**src/rtl/etok_pkg.sv**
```systemverilog
// Shared types, codes and character classes for the expression tokenizer.
// No dependencies; etok_lex, etok_outq and the top take their names from here.

package etok_pkg;

	localparam int POS_BITS = 16;
	localparam int EXT_BITS = (POS_BITS > 16) ? POS_BITS : 16;
	localparam logic [POS_BITS-1:0] POS_MAX = {POS_BITS{1'b1}};

	// lexer modes
	localparam logic [3:0] M_IDLE    = 4'd0;
	localparam logic [3:0] M_INT     = 4'd1;
	localparam logic [3:0] M_FRAC    = 4'd2;
	localparam logic [3:0] M_EXPMARK = 4'd3;
	localparam logic [3:0] M_EXPSIGN = 4'd4;
	localparam logic [3:0] M_EXPDIG  = 4'd5;
	localparam logic [3:0] M_IDENT   = 4'd6;
	localparam logic [3:0] M_DOT     = 4'd7;
	localparam logic [3:0] M_ERR     = 4'd8;

	// token kinds
	localparam logic [3:0] K_NUM    = 4'd0;
	localparam logic [3:0] K_IDENT  = 4'd1;
	localparam logic [3:0] K_PLUS   = 4'd2;
	localparam logic [3:0] K_MINUS  = 4'd3;
	localparam logic [3:0] K_STAR   = 4'd4;
	localparam logic [3:0] K_SLASH  = 4'd5;
	localparam logic [3:0] K_CARET  = 4'd6;
	localparam logic [3:0] K_LPAREN = 4'd7;
	localparam logic [3:0] K_RPAREN = 4'd8;
	localparam logic [3:0] K_EQUAL  = 4'd9;
	localparam logic [3:0] K_END    = 4'd10;
	localparam logic [3:0] K_BADEXP = 4'd11;
	localparam logic [3:0] K_UNEXP  = 4'd12;

	localparam logic ACT_CHAR = 1'b0;
	localparam logic ACT_END  = 1'b1;

	localparam logic [7:0] CH_PLUS   = 8'h2B;
	localparam logic [7:0] CH_MINUS  = 8'h2D;
	localparam logic [7:0] CH_STAR   = 8'h2A;
	localparam logic [7:0] CH_SLASH  = 8'h2F;
	localparam logic [7:0] CH_CARET  = 8'h5E;
	localparam logic [7:0] CH_LPAREN = 8'h28;
	localparam logic [7:0] CH_RPAREN = 8'h29;
	localparam logic [7:0] CH_EQUAL  = 8'h3D;
	localparam logic [7:0] CH_DOT    = 8'h2E;
	localparam logic [7:0] CH_UNDER  = 8'h5F;
	localparam logic [7:0] CH_E_LO   = 8'h65;
	localparam logic [7:0] CH_E_UP   = 8'h45;

	typedef struct packed {
		logic [3:0]  kind;
		logic [15:0] start_pos;
		logic [15:0] length;
		logic        final_res;
		logic        run_last;
	} etok_res_t;

	// results of one accepted request: count is 0, 1 or 2
	typedef struct packed {
		logic [1:0] count;
		etok_res_t  r0;
		etok_res_t  r1;
	} etok_wr_t;

	typedef struct packed {
		logic [3:0]          mode;
		logic [POS_BITS-1:0] position;
	} etok_stat_t;

	function automatic logic is_digit(input logic [7:0] c);
		return (c >= 8'h30) && (c <= 8'h39);
	endfunction

	function automatic logic is_alpha(input logic [7:0] c);
		return ((c >= 8'h61) && (c <= 8'h7A)) || ((c >= 8'h41) && (c <= 8'h5A));
	endfunction

	function automatic logic is_space(input logic [7:0] c);
		return (c == 8'h20) || ((c >= 8'h09) && (c <= 8'h0D));
	endfunction

	function automatic logic [3:0] op_kind(input logic [7:0] c);
		logic [3:0] k;
		case (c)
			CH_PLUS:   k = K_PLUS;
			CH_MINUS:  k = K_MINUS;
			CH_STAR:   k = K_STAR;
			CH_SLASH:  k = K_SLASH;
			CH_CARET:  k = K_CARET;
			CH_LPAREN: k = K_LPAREN;
			CH_RPAREN: k = K_RPAREN;
			CH_EQUAL:  k = K_EQUAL;
			default:   k = K_NUM;
		endcase
		return k;
	endfunction

	function automatic logic [15:0] sat16(input logic [POS_BITS-1:0] v);
		logic [EXT_BITS-1:0] e;
		e = EXT_BITS'(v);
		if (e > EXT_BITS'(17'h0FFFF)) begin
			return 16'hFFFF;
		end
		return e[15:0];
	endfunction

	function automatic etok_res_t mk_res(input logic [3:0] kind,
			input logic [POS_BITS-1:0] start, input logic [POS_BITS-1:0] len,
			input logic fin);
		etok_res_t r;
		r.kind      = kind;
		r.start_pos = sat16(start);
		r.length    = sat16(len);
		r.final_res = fin;
		r.run_last  = 1'b0;
		return r;
	endfunction

endpackage

```
**src/rtl/etok_in_if.sv**
```systemverilog
// Request channel of the expression tokenizer: one character or end mark.
// Depends on nothing.

interface etok_in_if;
	logic       valid;
	logic       ready;
	logic       action;
	logic [7:0] ch;

	modport source (output valid, output action, output ch, input ready);
	modport sink (input valid, input action, input ch, output ready);
endinterface

```
**src/rtl/etok_out_if.sv**
```systemverilog
// Result channel of the expression tokenizer: one token or error per transfer.
// Depends on nothing.

interface etok_out_if;
	logic        valid;
	logic        ready;
	logic [3:0]  kind;
	logic [15:0] start_pos;
	logic [15:0] length;
	logic        final_res;
	logic        run_last;

	modport source (output valid, output kind, output start_pos, output length,
		output final_res, output run_last, input ready);
	modport sink (input valid, input kind, input start_pos, input length,
		input final_res, input run_last, output ready);
endinterface

```
**src/rtl/etok_lex.sv**
```systemverilog
// Lexer state registers and the per-character next-state / token logic.
// Depends on etok_pkg.

module etok_lex (
	input  logic                 clk,
	input  logic                 arst_n,
	input  logic                 accept,
	input  logic                 action,
	input  logic [7:0]           ch,
	output etok_pkg::etok_wr_t   wr,
	output etok_pkg::etok_stat_t stat
);

	logic [3:0]                    mode_q;
	logic [etok_pkg::POS_BITS-1:0] pos_q;
	logic [etok_pkg::POS_BITS-1:0] tstart_q;

	logic [3:0]                    mode_n;
	logic [etok_pkg::POS_BITS-1:0] pos_n;
	logic [etok_pkg::POS_BITS-1:0] tstart_n;
	logic [etok_pkg::POS_BITS-1:0] open_len;
	logic [etok_pkg::POS_BITS-1:0] one;
	logic                          done;
	logic [1:0]                    n;
	etok_pkg::etok_res_t           r0;
	etok_pkg::etok_res_t           r1;
	etok_pkg::etok_res_t           rc;

	assign open_len = (pos_q >= tstart_q) ? (pos_q - tstart_q) : '0;
	assign one = etok_pkg::POS_BITS'(1);

	always_comb begin
		mode_n   = mode_q;
		tstart_n = tstart_q;
		pos_n    = (pos_q != etok_pkg::POS_MAX) ? (pos_q + one) : pos_q;
		done     = 1'b0;
		n        = 2'd0;
		r0       = etok_pkg::mk_res(etok_pkg::K_END, pos_q, '0, 1'b1);
		r1       = r0;
		rc       = r0;
		if (action == etok_pkg::ACT_END) begin
			mode_n   = etok_pkg::M_IDLE;
			pos_n    = '0;
			tstart_n = '0;
			case (mode_q)
				etok_pkg::M_INT, etok_pkg::M_FRAC, etok_pkg::M_EXPDIG: begin
					r0 = etok_pkg::mk_res(etok_pkg::K_NUM, tstart_q, open_len, 1'b0);
					r1 = etok_pkg::mk_res(etok_pkg::K_END, pos_q, '0, 1'b1);
					n  = 2'd2;
				end
				etok_pkg::M_IDENT: begin
					r0 = etok_pkg::mk_res(etok_pkg::K_IDENT, tstart_q, open_len, 1'b0);
					r1 = etok_pkg::mk_res(etok_pkg::K_END, pos_q, '0, 1'b1);
					n  = 2'd2;
				end
				etok_pkg::M_EXPMARK, etok_pkg::M_EXPSIGN: begin
					r0 = etok_pkg::mk_res(etok_pkg::K_BADEXP, tstart_q, '0, 1'b1);
					n  = 2'd1;
				end
				etok_pkg::M_DOT: begin
					r0 = etok_pkg::mk_res(etok_pkg::K_UNEXP, tstart_q, '0, 1'b1);
					n  = 2'd1;
				end
				etok_pkg::M_ERR: begin
					n = 2'd0;
				end
				default: begin
					n = 2'd1;
				end
			endcase
		end else begin
			case (mode_q)
				etok_pkg::M_INT: begin
					if (etok_pkg::is_digit(ch)) begin
						done = 1'b1;
					end else if (ch == etok_pkg::CH_DOT) begin
						mode_n = etok_pkg::M_FRAC;
						done   = 1'b1;
					end else if (ch == etok_pkg::CH_E_LO || ch == etok_pkg::CH_E_UP) begin
						mode_n = etok_pkg::M_EXPMARK;
						done   = 1'b1;
					end
				end
				etok_pkg::M_FRAC: begin
					if (etok_pkg::is_digit(ch)) begin
						done = 1'b1;
					end else if (ch == etok_pkg::CH_E_LO || ch == etok_pkg::CH_E_UP) begin
						mode_n = etok_pkg::M_EXPMARK;
						done   = 1'b1;
					end
				end
				etok_pkg::M_EXPMARK: begin
					done = 1'b1;
					if (ch == etok_pkg::CH_PLUS || ch == etok_pkg::CH_MINUS) begin
						mode_n = etok_pkg::M_EXPSIGN;
					end else if (etok_pkg::is_digit(ch)) begin
						mode_n = etok_pkg::M_EXPDIG;
					end else begin
						r0     = etok_pkg::mk_res(etok_pkg::K_BADEXP, tstart_q, '0, 1'b1);
						n      = 2'd1;
						mode_n = etok_pkg::M_ERR;
					end
				end
				etok_pkg::M_EXPSIGN: begin
					done = 1'b1;
					if (etok_pkg::is_digit(ch)) begin
						mode_n = etok_pkg::M_EXPDIG;
					end else begin
						r0     = etok_pkg::mk_res(etok_pkg::K_BADEXP, tstart_q, '0, 1'b1);
						n      = 2'd1;
						mode_n = etok_pkg::M_ERR;
					end
				end
				etok_pkg::M_EXPDIG: begin
					done = etok_pkg::is_digit(ch);
				end
				etok_pkg::M_IDENT: begin
					done = etok_pkg::is_alpha(ch) || etok_pkg::is_digit(ch) ||
						(ch == etok_pkg::CH_UNDER);
				end
				etok_pkg::M_DOT: begin
					done = 1'b1;
					if (etok_pkg::is_digit(ch)) begin
						mode_n = etok_pkg::M_FRAC;
					end else begin
						r0     = etok_pkg::mk_res(etok_pkg::K_UNEXP, tstart_q, '0, 1'b1);
						n      = 2'd1;
						mode_n = etok_pkg::M_ERR;
					end
				end
				etok_pkg::M_ERR: begin
					done = 1'b1;
				end
				default: begin
					done = 1'b0;
				end
			endcase

			if (!done) begin
				// close the open number or identifier, then look at ch as a new token
				if (mode_q == etok_pkg::M_INT || mode_q == etok_pkg::M_FRAC ||
						mode_q == etok_pkg::M_EXPDIG || mode_q == etok_pkg::M_IDENT) begin
					r0 = etok_pkg::mk_res((mode_q == etok_pkg::M_IDENT) ?
						etok_pkg::K_IDENT : etok_pkg::K_NUM, tstart_q, open_len, 1'b0);
					n  = 2'd1;
				end
				mode_n = etok_pkg::M_IDLE;
				if (etok_pkg::is_space(ch)) begin
					mode_n = etok_pkg::M_IDLE;
				end else if (etok_pkg::is_digit(ch)) begin
					tstart_n = pos_q;
					mode_n   = etok_pkg::M_INT;
				end else if (ch == etok_pkg::CH_DOT) begin
					tstart_n = pos_q;
					mode_n   = etok_pkg::M_DOT;
				end else if (etok_pkg::is_alpha(ch) || ch == etok_pkg::CH_UNDER) begin
					tstart_n = pos_q;
					mode_n   = etok_pkg::M_IDENT;
				end else begin
					if (etok_pkg::op_kind(ch) != etok_pkg::K_NUM) begin
						rc = etok_pkg::mk_res(etok_pkg::op_kind(ch), pos_q, one, 1'b0);
					end else begin
						rc     = etok_pkg::mk_res(etok_pkg::K_UNEXP, pos_q, '0, 1'b1);
						mode_n = etok_pkg::M_ERR;
					end
					if (n == 2'd0) begin
						r0 = rc;
					end else begin
						r1 = rc;
					end
					n = n + 2'd1;
				end
			end
		end

		if (n == 2'd1) begin
			r0.run_last = 1'b1;
		end
		if (n == 2'd2) begin
			r1.run_last = 1'b1;
		end
	end

	always_ff @(posedge clk or negedge arst_n) begin
		if (!arst_n) begin
			mode_q   <= etok_pkg::M_IDLE;
			pos_q    <= '0;
			tstart_q <= '0;
		end else if (accept) begin
			mode_q   <= mode_n;
			pos_q    <= pos_n;
			tstart_q <= tstart_n;
		end
	end

	assign wr.count = accept ? n : 2'd0;
	assign wr.r0    = r0;
	assign wr.r1    = r1;

	assign stat.mode     = mode_q;
	assign stat.position = pos_q;

endmodule

```
**src/rtl/etok_outq.sv**
```systemverilog
// Four-entry result queue: takes up to two results per cycle, hands out one when ready is high.
// Depends on etok_pkg.

module etok_outq (
	input  logic                clk,
	input  logic                arst_n,
	input  etok_pkg::etok_wr_t  wr,
	output logic                room,
	output logic                valid,
	input  logic                ready,
	output etok_pkg::etok_res_t res,
	output logic [2:0]          level
);

	etok_pkg::etok_res_t slot_q [4];
	logic [1:0]          wp_q;
	logic [1:0]          rp_q;
	logic [2:0]          cnt_q;
	logic                pop;

	assign valid = (cnt_q != 3'd0);
	assign pop   = valid && ready;
	assign room  = (cnt_q <= 3'd2);
	assign res   = slot_q[rp_q];
	assign level = cnt_q;

	always_ff @(posedge clk) begin
		if (wr.count != 2'd0) begin
			slot_q[wp_q] <= wr.r0;
		end
		if (wr.count == 2'd2) begin
			slot_q[wp_q + 2'd1] <= wr.r1;
		end
	end

	always_ff @(posedge clk or negedge arst_n) begin
		if (!arst_n) begin
			wp_q  <= '0;
			rp_q  <= '0;
			cnt_q <= '0;
		end else begin
			wp_q  <= wp_q + wr.count;
			rp_q  <= rp_q + {1'b0, pop};
			cnt_q <= cnt_q + {1'b0, wr.count} - {2'b00, pop};
		end
	end

endmodule

```
**src/rtl/expression_tokenizer_top.sv**
```systemverilog
// Streaming expression lexer: one source character or end mark per request in,
// tokens out. Uses etok_pkg, etok_in_if, etok_out_if, etok_lex and etok_outq.

// A request (character or end mark) is taken one per clock whenever the four-entry
// result queue has room for two more results; the lexer state updates in that same
// cycle and its results (zero, one or two) enter the queue. Results leave the queue
// one per cycle while tok_out.ready is high, so a stream that produces two results
// per request runs at the output rate of one result per clock. A result waits in the
// queue until those ahead of it leave. No setup or clearing time is needed after reset.

module expression_tokenizer_top (
	input logic        clk,
	input logic        arst_n,
	etok_in_if.sink    tok_in,
	etok_out_if.source tok_out
);

	etok_pkg::etok_wr_t   wr;
	etok_pkg::etok_stat_t stat;
	etok_pkg::etok_res_t  res;
	logic                 room;
	logic                 accept;
	logic [2:0]           level;

	assign tok_in.ready = room;
	assign accept       = tok_in.valid && room;

	etok_lex u_lex (
		.clk    (clk),
		.arst_n (arst_n),
		.accept (accept),
		.action (tok_in.action),
		.ch     (tok_in.ch),
		.wr     (wr),
		.stat   (stat)
	);

	etok_outq u_outq (
		.clk    (clk),
		.arst_n (arst_n),
		.wr     (wr),
		.room   (room),
		.valid  (tok_out.valid),
		.ready  (tok_out.ready),
		.res    (res),
		.level  (level)
	);

	assign tok_out.kind      = res.kind;
	assign tok_out.start_pos = res.start_pos;
	assign tok_out.length    = res.length;
	assign tok_out.final_res = res.final_res;
	assign tok_out.run_last  = res.run_last;

	a_level_bound: assert property (@(posedge clk) disable iff (!arst_n)
		level <= 3'd4)
		else $error("result queue overflow");

	a_end_restarts: assert property (@(posedge clk) disable iff (!arst_n)
		accept && tok_in.action == etok_pkg::ACT_END |=>
		stat.mode == etok_pkg::M_IDLE && stat.position == '0)
		else $error("end request did not restart the lexer");

	a_final_is_last: assert property (@(posedge clk) disable iff (!arst_n)
		tok_out.valid && tok_out.final_res |-> tok_out.run_last)
		else $error("closing result is not the last of its request");

	a_kind_range: assert property (@(posedge clk) disable iff (!arst_n)
		tok_out.valid |-> tok_out.kind <= etok_pkg::K_UNEXP)
		else $error("result kind out of range");

endmodule
```
**src/flat_wrapper.sv**
```systemverilog
// flat-port wrapper written by rule: the top's interface ports become plain ports
module expression_tokenizer_top_flat 
  (clk, arst_n, tok_in_valid, tok_in_action, tok_in_ch, tok_in_ready, tok_out_valid, tok_out_kind, tok_out_start_pos, tok_out_length, tok_out_final_res, tok_out_run_last, tok_out_ready);
  etok_in_if tok_in_i ();
  etok_out_if tok_out_i ();
  input logic clk;
  input logic arst_n;
  input wire logic [$bits(tok_in_i.valid)-1:0] tok_in_valid;
  input wire logic [$bits(tok_in_i.action)-1:0] tok_in_action;
  input wire logic [$bits(tok_in_i.ch)-1:0] tok_in_ch;
  output wire logic [$bits(tok_in_i.ready)-1:0] tok_in_ready;
  output wire logic [$bits(tok_out_i.valid)-1:0] tok_out_valid;
  output wire logic [$bits(tok_out_i.kind)-1:0] tok_out_kind;
  output wire logic [$bits(tok_out_i.start_pos)-1:0] tok_out_start_pos;
  output wire logic [$bits(tok_out_i.length)-1:0] tok_out_length;
  output wire logic [$bits(tok_out_i.final_res)-1:0] tok_out_final_res;
  output wire logic [$bits(tok_out_i.run_last)-1:0] tok_out_run_last;
  input wire logic [$bits(tok_out_i.ready)-1:0] tok_out_ready;
  assign tok_in_i.valid = tok_in_valid;
  assign tok_in_i.action = tok_in_action;
  assign tok_in_i.ch = tok_in_ch;
  assign tok_in_ready = tok_in_i.ready;
  assign tok_out_valid = tok_out_i.valid;
  assign tok_out_kind = tok_out_i.kind;
  assign tok_out_start_pos = tok_out_i.start_pos;
  assign tok_out_length = tok_out_i.length;
  assign tok_out_final_res = tok_out_i.final_res;
  assign tok_out_run_last = tok_out_i.run_last;
  assign tok_out_i.ready = tok_out_ready;
  expression_tokenizer_top u_core (.clk(clk), .arst_n(arst_n), .tok_in(tok_in_i), .tok_out(tok_out_i));
endmodule
```
**config.mk**
```make
export PLATFORM = sky130hd
export DESIGN_NAME = expression_tokenizer_top_flat
export DESIGN_NICKNAME = d
export VERILOG_FILES = /design/src/rtl/etok_pkg.sv /design/src/rtl/etok_in_if.sv /design/src/rtl/etok_out_if.sv /design/src/rtl/etok_lex.sv /design/src/rtl/etok_outq.sv /design/src/rtl/expression_tokenizer_top.sv /design/src/flat_wrapper.sv
export SDC_FILE = /design/constraint.sdc
export NUM_CORES = 1
export LEC_CHECK = 0
export BUFFER_PORTS_ARGS = -buffer_cell sky130_fd_sc_hd__buf_2
export CAP_MARGIN = 5
export CORE_UTILIZATION = 40
export DETAILED_ROUTE_END_ITERATION = 8
export PLACE_DENSITY = 0.6
export SLEW_MARGIN = 20
export SYNTH_ARGS = -nofsm -noshare
export SYNTH_HDL_FRONTEND = slang
export SYNTH_SLANG_ARGS = --single-unit
```
**constraint.sdc**
```tcl
create_clock -name clk -period 4.8 [get_ports clk]
set_clock_uncertainty 0.05 [all_clocks]
set_input_delay 0.48 -clock clk [delete_from_list [all_inputs] [get_ports clk]]
set_output_delay 0.48 -clock clk [all_outputs]
set_load 0.005 [all_outputs]
```
Yosys cells after proc, flatten, opt, wreduce, memory -nomap -nowiden

Memories as Yosys holds them, arrays and structs flattened.
Index checks and enable logic that the tools add are counted.

Bits in registers: 43
Bits in writable memories: 152
Output and inout port bits: 40
Logic and storage cells: 243
Memories kept: 1

$add $sub $neg: 8
Order comparisons: 13
Eq/ne operators: 30
Mux-type cells: 155
Reductions and logical operators: 30

Memory list:

| name                 | words | bits a word | rd ports | clocked after memory_dff | wr ports | RTL line        | source |
|---|---|---|---|---|---|---|---|
| u_core.u_outq.slot_q | 4     | 38          | 1        | 0                        | 2        | etok_outq.sv:15 | `etok_pkg::etok_res_t slot_q [4];` |

Operators with widths:

| cell                  | number |
|---|---|
| $mux 38               | 16 |
| $mux 16               | 29 |
| $pmux 38 s4           | 1 |
| $pmux 37 s3           | 1 |
| $mux 35               | 3 |
| $mux 4                | 20 |
| $eq 8x6->1 const B    | 9 |
| $mux 1                | 68 |
| $pmux 34 s2           | 1 |
| $gt 16x16->1 const B  | 3 |
| $mux 37               | 1 |
| $eq 8x7->1 const B    | 4 |
| $pmux 4 s8            | 1 |
| $mux 2                | 10 |
| $pmux 4 s5            | 1 |
| $add 16x1->16 const B | 1 |
| $eq 4x3->1 const B    | 4 |
| $ge 16x16->1          | 1 |
| $ge 8x7->1 const B    | 2 |
| $le 8x7->1 const B    | 2 |
| $ne 16x16->1 const B  | 1 |
| $sub 16x16->16        | 1 |
| $logic_or 1x1->1      | 10 |
| $eq 4x2->1 const B    | 2 |
| 30 further kinds      | 44 |

Logic depth before layout (Yosys ltp)

Depth in word-level cells: 28
Depth in mapped cells: 17
Mapped depth without buffers: 15

Modules after synthesis

A second synthesis with hierarchy kept.

Cells, all modules: 902
Area, all modules: 11892.7 sq um

Modules (own cells, without submodules):

| module                   | times used | cells each | area each (sq um) | sequential area each (sq um) |
|---|---|---|---|---|
| etok_outq                | 1          | 409        | 7880.1            | 4739.5 |
| etok_lex                 | 1          | 492        | 4006.3            | 900.9 |
| expression_tokenizer_top | 1          | 1          | 6.3               | 0.0 |

Worst setup path after synthesis

Ideal clock, no wire load.

Kind: input-to-reg
Start point: in tok_in_ch[6]
End point: mem u_core.u_outq.slot_q[0][0] (netlist bit), enable pin
Setup time: 380 ps
Arrival time: 3310 ps
Setup slack: 1060 ps
Stages on the path: 12
Cell sequence: buf_6 -> and4bb_4 -> nand3_1 -> a211o_1 -> buf_6 -> ha_1 -> and2_1 -> a221o_1 -> nand3_1 -> nand4_2 -> buf_2 -> nand2_1

RTL lines:

| item               | RTL line           | source |
|---|---|---|
| start: declaration | flat_wrapper.sv:10 | `input wire logic [$bits(tok_in_i.ch)-1:0] tok_in_ch;` |
| end: declaration   | etok_outq.sv:15    |  |

==> metrics.txt <==
# TYPE chip_impl_metric gauge
chip_impl_metric{name="die_w",unit="um"} 167
chip_impl_info{name="final_common_cell",value="sky130_fd_sc_hd__o21ai_0"} 1
chip_impl_metric{name="maxCapViolCount",unit=""} 0
chip_impl_metric{name="placed_cell_area",unit="mm^2"} 0.0115
chip_impl_metric{name="critical_path_peak_fanout",unit=""} 18
chip_impl_metric{name="max_slew.worst_pin.slew",unit="ns"} 1.08
chip_impl_metric{name="max-slew-margin-rel",unit="%"} 27.8
chip_impl_info{name="tritoncts",value="done"} 1
chip_impl_metric{name="max-clock-path-buffers",unit=""} 2
chip_impl_metric{name="drt-wirelength-per-cell",unit="um"} 20.6
chip_impl_metric{name="num_io_pins",unit=""} 53
chip_impl_metric{name="synth_seq_area_share",unit="%"} 46.2
chip_impl_info{name="timing.critical_path.slowest_stage_cell",value="sky130_fd_sc_hd__nor4_1"} 1
chip_impl_metric{name="post_synthesis_average_cell_area",unit="um^2"} 10.7
chip_impl_metric{name="fin_util",unit="%"} 44.8
chip_impl_metric{name="synth_async_sr_flop_share",unit="%"} 22.1
chip_impl_metric{name="syn-cell-area",unit="mm^2"} 0.0109
chip_impl_info{name="result_of_the_run",value="completed"} 1
chip_impl_metric{name="path_clk_slew",unit="ns"} 0.07
chip_impl_metric{name="setup_tns",unit="ns"} 0
chip_impl_metric{name="irDropWorstVdd",unit="mV"} 0.318
chip_impl_metric{name="start_util",unit="%"} 40.6
chip_impl_metric{name="max_freq",unit="MHz"} 259
chip_impl_metric{name="crit_path_max_incr_delay",unit="ns"} 0.72
chip_impl_metric{name="grt_pass1_vias",unit=""} 7903
chip_impl_metric{name="cp.required",unit="ns"} 4.90
chip_impl_metric{name="postSynthNetCount",unit=""} 1056
chip_impl_metric{name="clkLatencyLatePin",unit="ns"} 0.43
chip_impl_metric{name="vias",unit=""} 8349
chip_impl_info{name="ctsRootBufferMaster",value="sky130_fd_sc_hd__clkbuf_16"} 1
chip_impl_metric{name="reg2regPathDepth",unit=""} 9
chip_impl_metric{name="timing.critical_path.arrival",unit="ns"} 3.97
chip_impl_metric{name="drt.antenna.violating_nets",unit=""} 0
chip_impl_metric{name="groute.usage.overall",unit="%"} 21.0
chip_impl_metric{name="synth_xor_area_share",unit="%"} 2.17
chip_impl_metric{name="synth.area.mux_share",unit="%"} 9.33
chip_impl_metric{name="synthSimpleGateAreaFrac",unit="%"} 15.7
chip_impl_metric{name="dieArea",unit="mm^2"} 0.0279
chip_impl_metric{name="detailedPlace.worstSlack",unit="ns"} 0.820
chip_impl_metric{name="post-cts-setup-buffer-count",unit=""} 0
chip_impl_metric{name="dr.pass1.iters",unit=""} 6
chip_impl_metric{name="antenna_found_initial",unit=""} 0
chip_impl_info{name="worstReg2RegStart",value="u_core.u_lex.mode_q[1]"} 1
chip_impl_info{name="synth_flop_cell",value="sky130_fd_sc_hd__edfxtp_1"} 1
chip_impl_metric{name="insertedDiodeCount",unit=""} 0
chip_impl_metric{name="layout_setup_ws",unit="ns"} 0.938
chip_impl_metric{name="std_cell_rows",unit=""} 60
chip_impl_metric{name="drt-initial-drc-count",unit=""} 704
chip_impl_info{name="critical_path.startpoint_type",value="register"} 1
chip_impl_metric{name="synth_top_area_share",unit="%"} 25.3
chip_impl_metric{name="synth_fa_ha_area_share",unit="%"} 3.00
chip_impl_metric{name="fin_worst_hold_slack",unit="ns"} 0.0110
chip_impl_info{name="synthTopCellsByArea",value="sky130_fd_sc_hd__edfxtp_1 25%, sky130_fd_sc_hd__dfxtp_1 11%, sky130_fd_sc_hd__dfrtp_1 9.9%"} 1
chip_impl_metric{name="timing.final.max_slew_violations",unit=""} 0
chip_impl_metric{name="io_buffer_count",unit=""} 52
chip_impl_metric{name="finalCritPeriodShare",unit="%"} 80.5
chip_impl_metric{name="synth_cells",unit=""} 1018
chip_impl_info{name="min_path_type",value="input port to async pin"} 1
chip_impl_metric{name="detailed_place_hpwl",unit="um"} 19400
chip_impl_metric{name="cts_num_sinks",unit=""} 195
chip_impl_metric{name="filler_cell_count",unit=""} 2538
chip_impl_metric{name="finalHoldViolCount",unit=""} 0
chip_impl_metric{name="synth_cell_types",unit=""} 89
chip_impl_metric{name="gp_congestion",unit=""} 0.940
chip_impl_metric{name="grt_overflow_total",unit=""} 0
chip_impl_metric{name="postCtsHoldBufs",unit=""} 0
chip_impl_metric{name="numCtsBuffers",unit=""} 17
chip_impl_metric{name="final_period_minus_worst_setup_slack",unit="ns"} 3.86
chip_impl_metric{name="power_density",unit="mW/mm^2"} 593
chip_impl_metric{name="std_cell_core_area",unit="mm^2"} 0.0269
chip_impl_metric{name="leakagePower",unit="nW"} 4.47
chip_impl_info{name="endpoint_kind",value="register"} 1
chip_impl_metric{name="ys.warnings.count",unit=""} 0
chip_impl_metric{name="synth_compound_area_share",unit="%"} 18.6
chip_impl_metric{name="design.final.nets",unit=""} 1082
chip_impl_metric{name="vias_per_cell",unit=""} 5.97
chip_impl_metric{name="wirelength_routed",unit="um"} 28800
chip_impl_metric{name="ys_seq_elements",unit=""} 195
chip_impl_info{name="critPathKind",value="register to register"} 1
chip_impl_metric{name="post_synth_edffs",unit=""} 92
chip_impl_info{name="cp_cell_sequence",value="buf_4 -> and2b_1 -> a311oi_1 -> a211oi_1 -> nor4_1 -> and4_1 -> and3_1 -> and2_1 -> o22ai_1"} 1
chip_impl_info{name="endpoint_of_the_lowest_slack_register_to_register_path",value="u_core.u_outq.slot_q[2][37]"} 1
chip_impl_info{name="synth_area_leader_cell",value="sky130_fd_sc_hd__edfxtp_1"} 1
chip_impl_metric{name="finalSetupViolations",unit=""} 0
chip_impl_metric{name="drc",unit=""} 0
chip_impl_metric{name="ctsHtreeMaxLevel",unit=""} 4
chip_impl_metric{name="grt_pass1_wl",unit="um"} 45600
chip_impl_info{name="setup_repair_after_global_routing_missed_its_margin",value="false"} 1
chip_impl_metric{name="layout-drive-gt1-share",unit="%"} 18.6
chip_impl_metric{name="post-route-cell-area",unit="mm^2"} 0.0121
chip_impl_info{name="most-common-layout-cells",value="97 x sky130_fd_sc_hd__o21ai_0, 92 x sky130_fd_sc_hd__edfxtp_1, 85 x sky130_fd_sc_hd__nand3_1, 70 x sky130_fd_sc_hd__nand2_1, 68 x sky130_fd_sc_hd__a22o_1"} 1
chip_impl_metric{name="postCtsResizedCells",unit=""} 0
chip_impl_metric{name="synthToLayoutAreaGrowth",unit="%"} 10.4
chip_impl_metric{name="die_height",unit="um"} 167
chip_impl_info{name="synth_top_family_by_area",value="compound AO/OA/AOI/OAI gates"} 1
chip_impl_metric{name="ff2ff_setup_slack",unit="ns"} 0.94
chip_impl_metric{name="grt_start_max_net_pins",unit=""} 44
flip-flops by register name, indices dropped and copies added (netlist names):
register / flops
u_core.u_outq.slot_q: 152
u_core.u_lex.pos_q: 16
u_core.u_lex.tstart_q: 16
u_core.u_lex.mode_q: 4
u_core.u_outq.level: 3
u_core.u_outq.rp_q: 2
u_core.u_outq.wp_q: 2
area by class of cell:
type,instances,area (um^2),share of cell area (%)
repair buffers,88,533,4.42
clock buffers,18,439,3.64
clock inverters,14,145,1.20
multi-input cells,706,5330,44.2
inverters,36,135,1.12
flip-flops and latches,195,5040,41.8
well taps,341,427,3.54
critical path: cells and delay by family (launching register included):
family	cells	cell delay [ns]
compound gates	3	0.56
buf+inv	1	0.28
flops	1	0.50
simple gates	5	2.18
report_power, final:
| group | internal (mW) | switching, mW | leakage, nW |
|---|---|---|---|
| registers | 2.23 | 0.398 | 1.91 |
| clock network | 0.748 | 0.677 | 0.285 |
| logic | 1.30 | 1.80 | 2.27 |
stage by stage:
stage | power (mW) | cells
finish | 7.14 | 1398
global route | 7.59 | 1398
CTS | 7.16 | 1398
detailed placement | 5.74 | 1366
global placement | 5.69 | 1366
floorplan | 4.79 | 1018
routing by layer:
layer	wire length, um	vias up	global-route usage (%)
met3	1800	39	3.47
met2	13100	300	33.1
met5	0	-	0
li1	-	3915	-
met1	13300	4095	29.6
met4	581	0	6.18
worst max path at each step:
stage                                        to  slack [ns]                    from
floorplan            u_core.u_outq.slot_q[0][0]        1.06            tok_in_ch[6]
global placement         u_core.u_outq.level[2]        0.91            tok_in_ch[4]
detailed placement       u_core.u_outq.level[2]        0.82            tok_in_ch[2]
CTS                  u_core.u_outq.slot_q[3][2]        1.05   u_core.u_lex.pos_q[0]
global route         u_core.u_outq.slot_q[1][2]        0.77   u_core.u_lex.pos_q[0]
finish              u_core.u_outq.slot_q[2][37]        0.94  u_core.u_lex.mode_q[1]
synthesized netlist by cell type, types with 5 or more instances:
library cell,number
sky130_fd_sc_hd__o21ai_0,97
sky130_fd_sc_hd__buf_2,25
sky130_fd_sc_hd__nand3_1,85
sky130_fd_sc_hd__mux4_2,38
sky130_fd_sc_hd__and2_1,8
sky130_fd_sc_hd__xor2_1,11
sky130_fd_sc_hd__o21ai_1,7
sky130_fd_sc_hd__dfrtp_1,43
sky130_fd_sc_hd__and3_1,9
sky130_fd_sc_hd__or3_1,9
sky130_fd_sc_hd__buf_1,5
sky130_fd_sc_hd__nand2_1,70
sky130_fd_sc_hd__a31oi_1,6
sky130_fd_sc_hd__o22ai_1,23
sky130_fd_sc_hd__xnor2_1,16
sky130_fd_sc_hd__a22o_1,68
sky130_fd_sc_hd__o21a_1,7
sky130_fd_sc_hd__inv_1,35
sky130_fd_sc_hd__nand2b_1,9
sky130_fd_sc_hd__clkbuf_1,40
sky130_fd_sc_hd__nor2_1,41
sky130_fd_sc_hd__ha_1,23
sky130_fd_sc_hd__mux2i_1,14
sky130_fd_sc_hd__buf_6,6
sky130_fd_sc_hd__a211oi_1,5
sky130_fd_sc_hd__nor3_1,10
sky130_fd_sc_hd__edfxtp_1,92
sky130_fd_sc_hd__dfxtp_1,60
sky130_fd_sc_hd__a21oi_1,31
sky130_fd_sc_hd__nor2b_1,12
cell families (layout without fill, tap and decap cells):
group	count (synthesis)	count (layout)
buffers and inverters	117	156
AO/OA/AOI/OAI	292	292
adder cells (fa/ha/maj)	25	25
flip-flops	195	195
AND/OR/NAND/NOR	308	308
multiplexers	54	54
XOR/XNOR	27	27
No activity file was read; power rests on OpenSTA's default activity.
